==> src/hdl/symbol_rate_ratio_calc_assert.svh <==
// Assertion macros shared by the symbol rate ratio calculator.
// Each macro checks on the rising edge of i_clk and is disabled while i_rst_n is low.
`ifndef SYMBOL_RATE_RATIO_CALC_ASSERT_SVH
`define SYMBOL_RATE_RATIO_CALC_ASSERT_SVH

// The consequent must hold in the same cycle as the antecedent.
`define SRRC_ASSERT_NOW(label, ante, cons) \
    label: assert property (@(posedge i_clk) disable iff (!i_rst_n) (ante) |-> (cons)) \
        else $error("symbol rate ratio check failed");

// The consequent must hold in the cycle after the antecedent.
`define SRRC_ASSERT_NEXT(label, ante, cons) \
    label: assert property (@(posedge i_clk) disable iff (!i_rst_n) (ante) |=> (cons)) \
        else $error("symbol rate ratio check failed");

// The consequent must hold a fixed number of cycles after the antecedent.
`define SRRC_ASSERT_AFTER(label, ante, n, cons) \
    label: assert property (@(posedge i_clk) disable iff (!i_rst_n) (ante) |-> ##(n) (cons)) \
        else $error("symbol rate ratio check failed");

`endif

==> src/hdl/srrc_pkg.sv <==
package srrc_pkg;

    // Field widths.
    localparam int RATE_W = 26;
    localparam int REM_W  = 25;
    localparam int QUOT_W = 25;

    // One pipeline stage for each quotient bit.
    localparam int DIV_STAGES = QUOT_W;

    typedef logic [RATE_W-1:0] t_rate;
    typedef logic [REM_W-1:0]  t_rem;
    typedef logic [QUOT_W-1:0] t_quot;
    typedef logic [1:0]        t_code;
    typedef logic [1:0]        t_band;

    // Clamp limits of the requested rate.
    localparam t_rate RATE_MIN = 26'd500000;
    localparam t_rate RATE_MAX = 26'd45499500;

    // Upper limits of the tuner bands (inclusive).
    localparam t_rate BAND_LIM0 = 26'd5000000;
    localparam t_rate BAND_LIM1 = 26'd15000000;

    // Rate limits of the sample clocks (exclusive).
    localparam t_rate CLK_LIM1 = 26'd22749750;
    localparam t_rate CLK_LIM2 = 26'd30333000;
    localparam t_rate CLK_LIM3 = 26'd40444000;

    // Sample clock codes.
    localparam t_code CLK_45M5 = 2'd0;
    localparam t_code CLK_60M7 = 2'd1;
    localparam t_code CLK_80M9 = 2'd2;
    localparam t_code CLK_91M0 = 2'd3;

    // Tuner band codes.
    localparam t_band BAND_LOW  = 2'd0;
    localparam t_band BAND_MID  = 2'd1;
    localparam t_band BAND_HIGH = 2'd2;

    // Word carried down the divider pipeline.
    typedef struct packed {
        t_code      code;
        t_band      band;
        logic [1:0] feed;
        t_rem       rem;
        t_quot      quot;
    } t_div_word;

    // Quarter of the chosen sample clock: the divisor of the ratio.
    function automatic t_rem quarter_of(input t_code code);
        t_rem q;
        case (code)
            CLK_45M5: q = 25'd11374875;
            CLK_60M7: q = 25'd15166500;
            CLK_80M9: q = 25'd20222000;
            default:  q = 25'd22749750;
        endcase
        return q;
    endfunction

    function automatic logic [7:0] pll_of(input t_code code);
        logic [7:0] p;
        case (code)
            CLK_60M7: p = 8'ha5;
            CLK_80M9: p = 8'h87;
            default:  p = 8'h78;
        endcase
        return p;
    endfunction

    function automatic logic [31:0] gain_of(input t_band band);
        logic [31:0] g;
        case (band)
            BAND_LOW: g = 32'h5f8fc000;
            BAND_MID: g = 32'h580f0000;
            default:  g = 32'h500c0000;
        endcase
        return g;
    endfunction

    function automatic logic [31:0] bw_of(input t_band band);
        logic [31:0] b;
        case (band)
            BAND_LOW: b = 32'h80f03800;
            BAND_MID: b = 32'h81f0f800;
            default:  b = 32'h83f1f800;
        endcase
        return b;
    endfunction

    function automatic logic [7:0] tune_of(input t_band band);
        logic [7:0] t;
        case (band)
            BAND_LOW: t = 8'ha2;
            BAND_MID: t = 8'hcc;
            default:  t = 8'h66;
        endcase
        return t;
    endfunction

endpackage

==> src/hdl/srrc_select.sv <==
module srrc_select (
    input  logic                i_clk,
    input  logic                i_rst_n,
    input  logic                i_valid,
    input  srrc_pkg::t_rate     i_rate,
    output logic                o_valid,
    output srrc_pkg::t_div_word o_word
);
    import srrc_pkg::*;

    t_rate     w_rate;
    t_band     w_band;
    t_code     w_code;
    logic      n_valid;
    t_div_word n_word;
    logic      r_valid;
    t_div_word r_word;

    // Clamp the requested rate into the supported range.
    always_comb begin
        if (i_rate > RATE_MAX) begin
            w_rate = RATE_MAX;
        end else if (i_rate < RATE_MIN) begin
            w_rate = RATE_MIN;
        end else begin
            w_rate = i_rate;
        end
    end

    // Choose the tuner band and the sample clock from the clamped rate.
    always_comb begin
        if (w_rate <= BAND_LIM0) begin
            w_band = BAND_LOW;
        end else if (w_rate <= BAND_LIM1) begin
            w_band = BAND_MID;
        end else begin
            w_band = BAND_HIGH;
        end

        if (w_rate < CLK_LIM1) begin
            w_code = CLK_45M5;
        end else if (w_rate < CLK_LIM2) begin
            w_code = CLK_60M7;
        end else if (w_rate < CLK_LIM3) begin
            w_code = CLK_80M9;
        end else begin
            w_code = CLK_91M0;
        end
    end

    // The dividend is rate shifted up by 23. Its top bits seed the remainder and
    // the two low rate bits are fed in by the first two divider steps.
    always_comb begin
        n_valid     = i_valid;
        n_word.code = w_code;
        n_word.band = w_band;
        n_word.feed = w_rate[1:0];
        n_word.rem  = {1'b0, w_rate[RATE_W-1:2]};
        n_word.quot = '0;
    end

    always_ff @(posedge i_clk) begin
        if (!i_rst_n) begin
            r_valid <= 1'b0;
        end else begin
            r_valid <= n_valid;
        end
        r_word <= n_word;
    end

    assign o_valid = r_valid;
    assign o_word  = r_word;

endmodule

==> src/hdl/srrc_div_stage.sv <==
`include "symbol_rate_ratio_calc_assert.svh"

module srrc_div_stage (
    input  logic                i_clk,
    input  logic                i_rst_n,
    input  logic                i_valid,
    input  srrc_pkg::t_div_word i_word,
    output logic                o_valid,
    output srrc_pkg::t_div_word o_word
);
    import srrc_pkg::*;

    logic [REM_W:0]   w_shift;
    logic [REM_W:0]   w_div;
    logic [REM_W+1:0] w_diff;
    logic             w_ge;
    logic             n_valid;
    t_div_word        n_word;
    logic             r_valid;
    t_div_word        r_word;

    // One restoring division step: bring down the next dividend bit and
    // subtract the divisor where it fits.
    always_comb begin
        w_shift = {i_word.rem, i_word.feed[1]};
        w_div   = {1'b0, quarter_of(i_word.code)};
        w_diff  = {1'b0, w_shift} - {1'b0, w_div};
        w_ge    = ~w_diff[REM_W+1];
    end

    always_comb begin
        n_valid     = i_valid;
        n_word.code = i_word.code;
        n_word.band = i_word.band;
        n_word.feed = {i_word.feed[0], 1'b0};
        n_word.rem  = w_ge ? w_diff[REM_W-1:0] : w_shift[REM_W-1:0];
        n_word.quot = {i_word.quot[QUOT_W-2:0], w_ge};
    end

    always_ff @(posedge i_clk) begin
        if (!i_rst_n) begin
            r_valid <= 1'b0;
        end else begin
            r_valid <= n_valid;
        end
        r_word <= n_word;
    end

    assign o_valid = r_valid;
    assign o_word  = r_word;

    // The partial remainder always stays below the divisor.
    `SRRC_ASSERT_NOW(a_rem_below_divisor, r_valid, r_word.rem < quarter_of(r_word.code))

endmodule

==> src/hdl/symbol_rate_ratio_calc.sv <==
// Symbol rate ratio calculator. Each word written with start gives exactly one
// result word, shown on the result ports for one cycle while o_strobe is high.
// The accepting edge loads the clamping and band and clock selection stage, and
// each of the 25 quotient bits of the timing ratio then takes one further stage
// of a pipelined restoring divider, whose last stage drives the result ports.
// A new word may be written in every cycle, so one result leaves per cycle at
// most. The receiver cannot stall the block and must take each result in the
// cycle it appears.
// busy is high only while reset is held.
`include "symbol_rate_ratio_calc_assert.svh"

module symbol_rate_ratio_calc (
    input  logic                i_clk,
    input  logic                i_rst_n,
    input  logic                start,
    input  srrc_pkg::t_rate     i_symbol_rate,
    output logic                busy,
    output logic                o_strobe,
    output srrc_pkg::t_quot     o_rate_ratio,
    output srrc_pkg::t_code     o_clock_code,
    output logic [7:0]          o_pll_byte,
    output srrc_pkg::t_band     o_band_index,
    output logic [31:0]         o_gain_word,
    output logic [31:0]         o_bandwidth_word,
    output logic [7:0]          o_filter_tune
);
    import srrc_pkg::*;

    localparam int LATENCY = DIV_STAGES + 1;

    logic      w_accept;
    logic      w_valid [0:DIV_STAGES];
    t_div_word w_word  [0:DIV_STAGES];

    // The pipeline never holds words back, so only reset blocks a write.
    assign busy     = ~i_rst_n;
    assign w_accept = start & ~busy;

    // Clamp and selection stage.
    srrc_select u_select (
        .i_clk   (i_clk),
        .i_rst_n (i_rst_n),
        .i_valid (w_accept),
        .i_rate  (i_symbol_rate),
        .o_valid (w_valid[0]),
        .o_word  (w_word[0])
    );

    // Divider chain, one quotient bit per stage.
    for (genvar g = 0; g < DIV_STAGES; g++) begin : g_div
        srrc_div_stage u_stage (
            .i_clk   (i_clk),
            .i_rst_n (i_rst_n),
            .i_valid (w_valid[g]),
            .i_word  (w_word[g]),
            .o_valid (w_valid[g+1]),
            .o_word  (w_word[g+1])
        );
    end

    // Result word, with the band and clock tables looked up at the end.
    assign o_strobe         = w_valid[DIV_STAGES];
    assign o_rate_ratio     = w_word[DIV_STAGES].quot;
    assign o_clock_code     = w_word[DIV_STAGES].code;
    assign o_pll_byte       = pll_of(w_word[DIV_STAGES].code);
    assign o_band_index     = w_word[DIV_STAGES].band;
    assign o_gain_word      = gain_of(w_word[DIV_STAGES].band);
    assign o_bandwidth_word = bw_of(w_word[DIV_STAGES].band);
    assign o_filter_tune    = tune_of(w_word[DIV_STAGES].band);

    // Every result word follows an accepted word by the fixed latency.
    `SRRC_ASSERT_NOW(a_latency, o_strobe, $past(w_accept, LATENCY))
    // Every accepted word comes out after the fixed latency.
    `SRRC_ASSERT_AFTER(a_accept_out, w_accept, LATENCY, o_strobe)
    // The ratio never exceeds two to the twenty-fourth.
    `SRRC_ASSERT_NOW(a_ratio_range, o_strobe, o_rate_ratio <= 25'd16777216)
    // The band index stays within the three bands.
    `SRRC_ASSERT_NOW(a_band_range, o_strobe, o_band_index != 2'd3)
    // A rate in the low band always runs on the slowest sample clock.
    `SRRC_ASSERT_NOW(a_low_band_clock, o_strobe && (o_band_index == BAND_LOW),
        o_clock_code == CLK_45M5)

endmodule
==> config.mk <==
export PLATFORM = sky130hd
export DESIGN_NAME = symbol_rate_ratio_calc
export DESIGN_NICKNAME = d
export VERILOG_FILES = /design/src/hdl/srrc_pkg.sv /design/src/hdl/srrc_select.sv /design/src/hdl/srrc_div_stage.sv /design/src/hdl/symbol_rate_ratio_calc.sv
export VERILOG_INCLUDE_DIRS = /design/src /design/src/hdl
export SDC_FILE = /design/constraint.sdc
export NUM_CORES = 2
export LEC_CHECK = 0
export BUFFER_PORTS_ARGS = -buffer_cell sky130_fd_sc_hd__buf_2
export CAP_MARGIN = 20
export CORE_ASPECT_RATIO = 1.4
export CORE_MARGIN = 1
export CORE_UTILIZATION = 40
export DETAILED_ROUTE_END_ITERATION = 10
export PLACE_DENSITY_LB_ADDON = 0.08
export SLEW_MARGIN = 10
export SYNTH_ARGS = -nofsm -noshare
export SYNTH_HDL_FRONTEND = slang
export SYNTH_HIERARCHICAL = 1
export SYNTH_SLANG_ARGS = --single-unit
==> constraint.sdc <==
create_clock -name i_clk -period 7.5 [get_ports i_clk]
set_input_delay 0.375 -clock i_clk [delete_from_list [all_inputs] [get_ports i_clk]]
set_output_delay 0.375 -clock i_clk [all_outputs]
set_load 0.1 [all_outputs]
## Word level (Yosys, flattened, before mapping)

Index checks and enable logic that the tools add are counted.

- Register bits: 1,082
- Input port bits: 29
- Logic and storage cells: 350
- Output and inout port bits: 111

- Equal/unequal tests: 53
- Add/sub/neg operators: 25
- $lt $le $gt $ge: 7
- Bitwise operators: 27
- Reductions and logical operators: 27
- Multiplexer cells: 58

Operator list:

| cell | count |
|---|---|
| $pmux W25 S3 | 25 |
| $sub A26 B25 Y27 | 24 |
| $mux W25 | 24 |
| $pmux W28 S2 | 1 |
| $eq A2 B1 Y1 const B | 27 |
| $eq A2 B2 Y1 const B | 26 |
| $logic_not A2 Y1 | 26 |
| $lt A26 B25 Y1 const B | 2 |
| $mux W26 | 2 |
| $pmux W26 S2 | 1 |
| $pmux W8 S2 | 2 |
| $gt A26 B26 Y1 const B | 1 |
| $le A26 B23 Y1 const B | 1 |
| $le A26 B24 Y1 const B | 1 |
| $lt A26 B19 Y1 const B | 1 |
| $lt A26 B26 Y1 const B | 1 |
| $not A1 Y1 | 26 |
| $sub A25 B25 Y26 | 1 |
| $mux W1 | 2 |
| $mux W2 | 1 |
| $reduce_or A2 Y1 | 1 |
| $and A1 B1 Y1 | 1 |

## Depth between registers and ports, before layout

- Word-level depth: 6
- Gate-level depth with buffers: 16
- Gate-level depth less buffers: 14

## By module

Netlist, hierarchy kept.

Modules (own cells, without submodules):

| module | area an instance (um^2) | seq. area each (um^2) | instances | cells each |
|---|---|---|---|---|
| srrc_div_stage (g_div[0].u_stage ...) | 2,954.1 | 1,121.1 | 18 | 326 |
| srrc_div_stage (g_div[6].u_stage ...) | 2,939.1 | 1,121.1 | 4 | 319 |
| srrc_div_stage (g_div[13].u_stage ...) | 3,044.2 | 1,121.1 | 2 | 337 |
| srrc_div_stage (g_div[5].u_stage) | 3,280.6 | 1,121.1 | 1 | 370 |
| srrc_select | 1,704.1 | 620.6 | 1 | 203 |
| symbol_rate_ratio_calc | 609.3 | 0.0 | 1 | 85 |

## Worst setup path after synthesis

No wires, ideal clock.

- Kind: reg2out
- Start: register g_div[24].u_stage.r_word, in the netlist g_div[24].u_stage/o_word[54]
- End: output o_pll_byte[2]
- Data required time: 7,125 ps
- Slack: 3,979 ps
- Buffers on the path: 1
- Arrival time: 3,146 ps
- Stages on the path, launching flop included: 5
- Cells stage by stage: dfxtp_1 inv_1 ha_1 inv_1 buf_4

- Cells in the longest elaborated chain, start to end: 2
- Elaborated cells on any way between the ends: 3
- Those cells by class: eq/ne (2); mux (1)

Ends and longest elaborated chain:

| item | line | source |
|---|---|---|
| from (decl) | srrc_div_stage.sv:20 | `t_div_word r_word;` |
| from (signal assigned) | srrc_div_stage.sv:46 | `r_word <= n_word;` |
| $eq A2 B2 Y1 / $eq A2 B1 Y1 (equally long branches) | srrc_pkg.sv:64 | `case (code)` |
| $pmux W8 S2 * | srrc_pkg.sv:64 |  |
| to (decl) | symbol_rate_ratio_calc.sv:21 | `output logic [7:0] o_pll_byte,` |

Every way passes the cells marked *; elsewhere a longest branch is shown, timed or not.

==> impl.org <==
** Outcome
- Result of the run :: finished, final reports clean

** Worst hold path
- The worst hold path begins at g_div[21].u_stage/o_word[5]$_DFF_P_.
- Hold crit path type :: flip-flop to flip-flop

** Layout
- Filler cell count :: 16885
- Leading cell type in the layout, fill and taps excluded :: sky130_fd_sc_hd__dfxtp_1
- In the final layout, the share of cells above drive strength 1 is 0.0958.
- The net count of the finished layout is 8278.
- Final design area excluding fillers :: 0.0734 mm2
- From synthesis to final layout, the design area changed by 6.67%.
- Final cell utilization of the core :: 0.431
- The library cells used most frequently in the layout, excluding fill and tap cells, are sky130_fd_sc_hd__dfxtp_1, sky130_fd_sc_hd__nand2_1, sky130_fd_sc_hd__a21oi_1, sky130_fd_sc_hd__ha_1, sky130_fd_sc_hd__xnor2_1.

** STA
- RSZ-0062 raised after global routing :: no
- Measured slew at the worst slew-check pin :: 1.00 ns
- The worst path in the final design needs a cycle of 4.34 ns, including I/O delays and setup.
- Hold Vio Cnt, Final :: 0
- Headroom to the max-slew limit :: 0.323
- Dividing the final minimum period by the clock period gives 0.579.
- Highest achievable clock rate :: 0.230 GHz
- Setup TNS :: 0 ns
- Setup violations remaining at the end of the flow were counted as 0.
- Max-slew violation total from the final report :: 0
- Clock tree skew after final layout :: 0.0317 ns

** Clocking
- Clock-pin slew was measured on the worst setup and hold paths at 0.06 ns.
- Deepest level of the CTS H-tree :: 3
- TritonCTS buffer count :: 117
- CTS placed an instance of sky130_fd_sc_hd__clkbuf_16 at the clock tree root.
- Cts-stage hold buffer count :: 29
- The clock passes through at most 3 buffers.
- Resized cells post-CTS :: 0
- Post-CTS timing repair inserted 0 buffers for setup.
- Later-pin clock latency in the skew report :: 0.77 ns
- CTS tree :: done
- CTS Sinks :: 1105

** Setup path
- Data on the critical path is required at its endpoint by 8.14 ns.
- Crit Path Class :: flip-flop to flip-flop
- CP Max Fanout :: 30
- Among all stages on the critical path, the largest delay is contributed by sky130_fd_sc_hd__ha_1.
- Walking the worst path, the cells encountered are inv_1, ha_1, o21bai_1, ha_1, a21oi_1, a21oi_1, o221ai_1, a31o_1, a211o_1, and2_4, inv_2, mux2_2.
- Arr. time, crit path :: 4.99 ns
- Kind of end point of the critical path :: flip-flop
- Sort of element at the start of the critical path :: flip-flop
- Critical register-to-register path startpoint :: g_div[13].u_stage/o_word[55]$_DFF_P_
- Longest individual stage delay on the worst path :: 0.58 ns
- Timing startpoint of the critical path :: g_div[13].u_stage/o_word[55]$_DFF_P_

** Floorplan
- 140 I/O pins were placed.
- From bottom edge to top edge, the die measures 493 um.
- The die covers 0.174 mm2.
- Horizontal die dimension :: 353 um
- Row generation in the floorplan step produced 179 rows.
- Initial standard-cell utilization of the core :: 0.404
- The total area inside the core boundary comes to 0.170 mm2.

** Power
- Power Total :: 38300 uW
- IR analysis of the VDD net gives a maximum drop of 0.277 mV.
- Dividing total power by cell area gives a power density of 521 mW/mm2.
- Leakage Power :: 0.0297 uW

** Detailed routing
- Detailed Route Iter0 Violations :: 2816
- Before antenna repair, the detailed router went through 5 iterations.
- Total wire length :: 188 mm
- After detailed routing, the average wire length per cell comes to 18.6 um.
- In the routed design, unresolved DRC markers number 0.
- Via count :: 54610
- Using the TritonRoute via totals, the vias-per-cell ratio works out to 5.42.
- DRT antenna net count :: 0

** Place
- Once detailed placement completed, the half-perimeter wirelength came to 145 mm.
- Post-placement cell area :: 0.0691 mm2
- Input/output buffers :: 87
- Routability-driven placement finished with a final weighted congestion of 0.902.

** Flow run
- Max-capacitance violation count :: 0

** Synthesis
- Cell area after synthesis :: 0.0688 mm2
- Yosys printed 6 warnings.
- In the synthesized netlist, the number of instances is 7957.
- Mapped Avg Cell Area :: 8.65 um2

** Global routing
- All-layer global routing usage :: 0.210
- Summed over all layers, the global routing overflow is 0.
- Initial antenna violation count :: 2
- Via count of the first global-routing pass :: 54565
- Entering global routing, the biggest net connects 35 pins.
- The first global-routing pass estimated 298 mm of wire.
## critical path: cells and delay by family (launching register included)
kind	cells	cell delay, ns
AND/OR/NAND/NOR	1	0.20
flip-flops	1	0.40
AO/OA/AOI/OAI	6	1.48
buffers and inverters	2	0.64
multiplexers	1	0.41
adder cells (fa/ha/maj)	2	1.07
## worst paths after layout
kind                                          end  cells past startpoint  slack, ns
max          g_div[14].u_stage/o_word[37]$_DFF_P_                     12       3.16
max reg2reg  g_div[14].u_stage/o_word[37]$_DFF_P_                     12       3.16
min reg2reg   g_div[22].u_stage/o_word[6]$_DFF_P_                      0       0.32
min           g_div[22].u_stage/o_word[6]$_DFF_P_                      0       0.32
## per-layer routing
| metal | up-vias | global-route usage | share of wire |
|---|---|---|---|
| li1 | 27436 | - | - |
| met1 | 25903 | 0.235 | 0.41 |
| met2 | 916 | 0.404 | 0.53 |
| met3 | 355 | 0.0199 | 0.025 |
| met4 | 0 | 0.0820 | 0.035 |
| met5 | - | 0 | 0 |
## final cells by class
| type | count | area (um2) | share of cell area |
|---|---|---|---|
| Antenna cell | 1 | 2.50 | 0.0000341 |
| Clock inverter | 66 | 729 | 0.00994 |
| Sequential cell | 1105 | 22100 | 0.301 |
| Clock buffer | 151 | 3320 | 0.0452 |
| Inverter | 369 | 1390 | 0.0189 |
| Timing Repair Buffer | 121 | 763 | 0.0104 |
| Tap cell | 2262 | 2830 | 0.0386 |
| Multi-Input combinational cell | 6009 | 42300 | 0.576 |
## state kept, by name, summed over array words and instances, names as in the netlist
name                   cells
u_select/o_valid           1
u_select/o_word           30
g_div.u_stage/o_word    1049
g_div.u_stage/o_valid     25
## per-stage QoR
stage / std cells / worst slack (ns) / hold WS, ns
floorplan: 8007 / 3.98 / 0.310
global placement: 9837 / 3.16 / 0.310
detailed placement: 9837 / 3.19 / 0.312
CTS: 10083 / 3.16 / 0.310
global route: 10084 / 2.86 / 0.325
finish: 10084 / 3.16 / 0.320
## power breakdown
group	internal, uW	switching (uW)
sequential	8640	2940
combinational	8490	12200
clock	3460	2560
(Power assumes the default switching activity.)
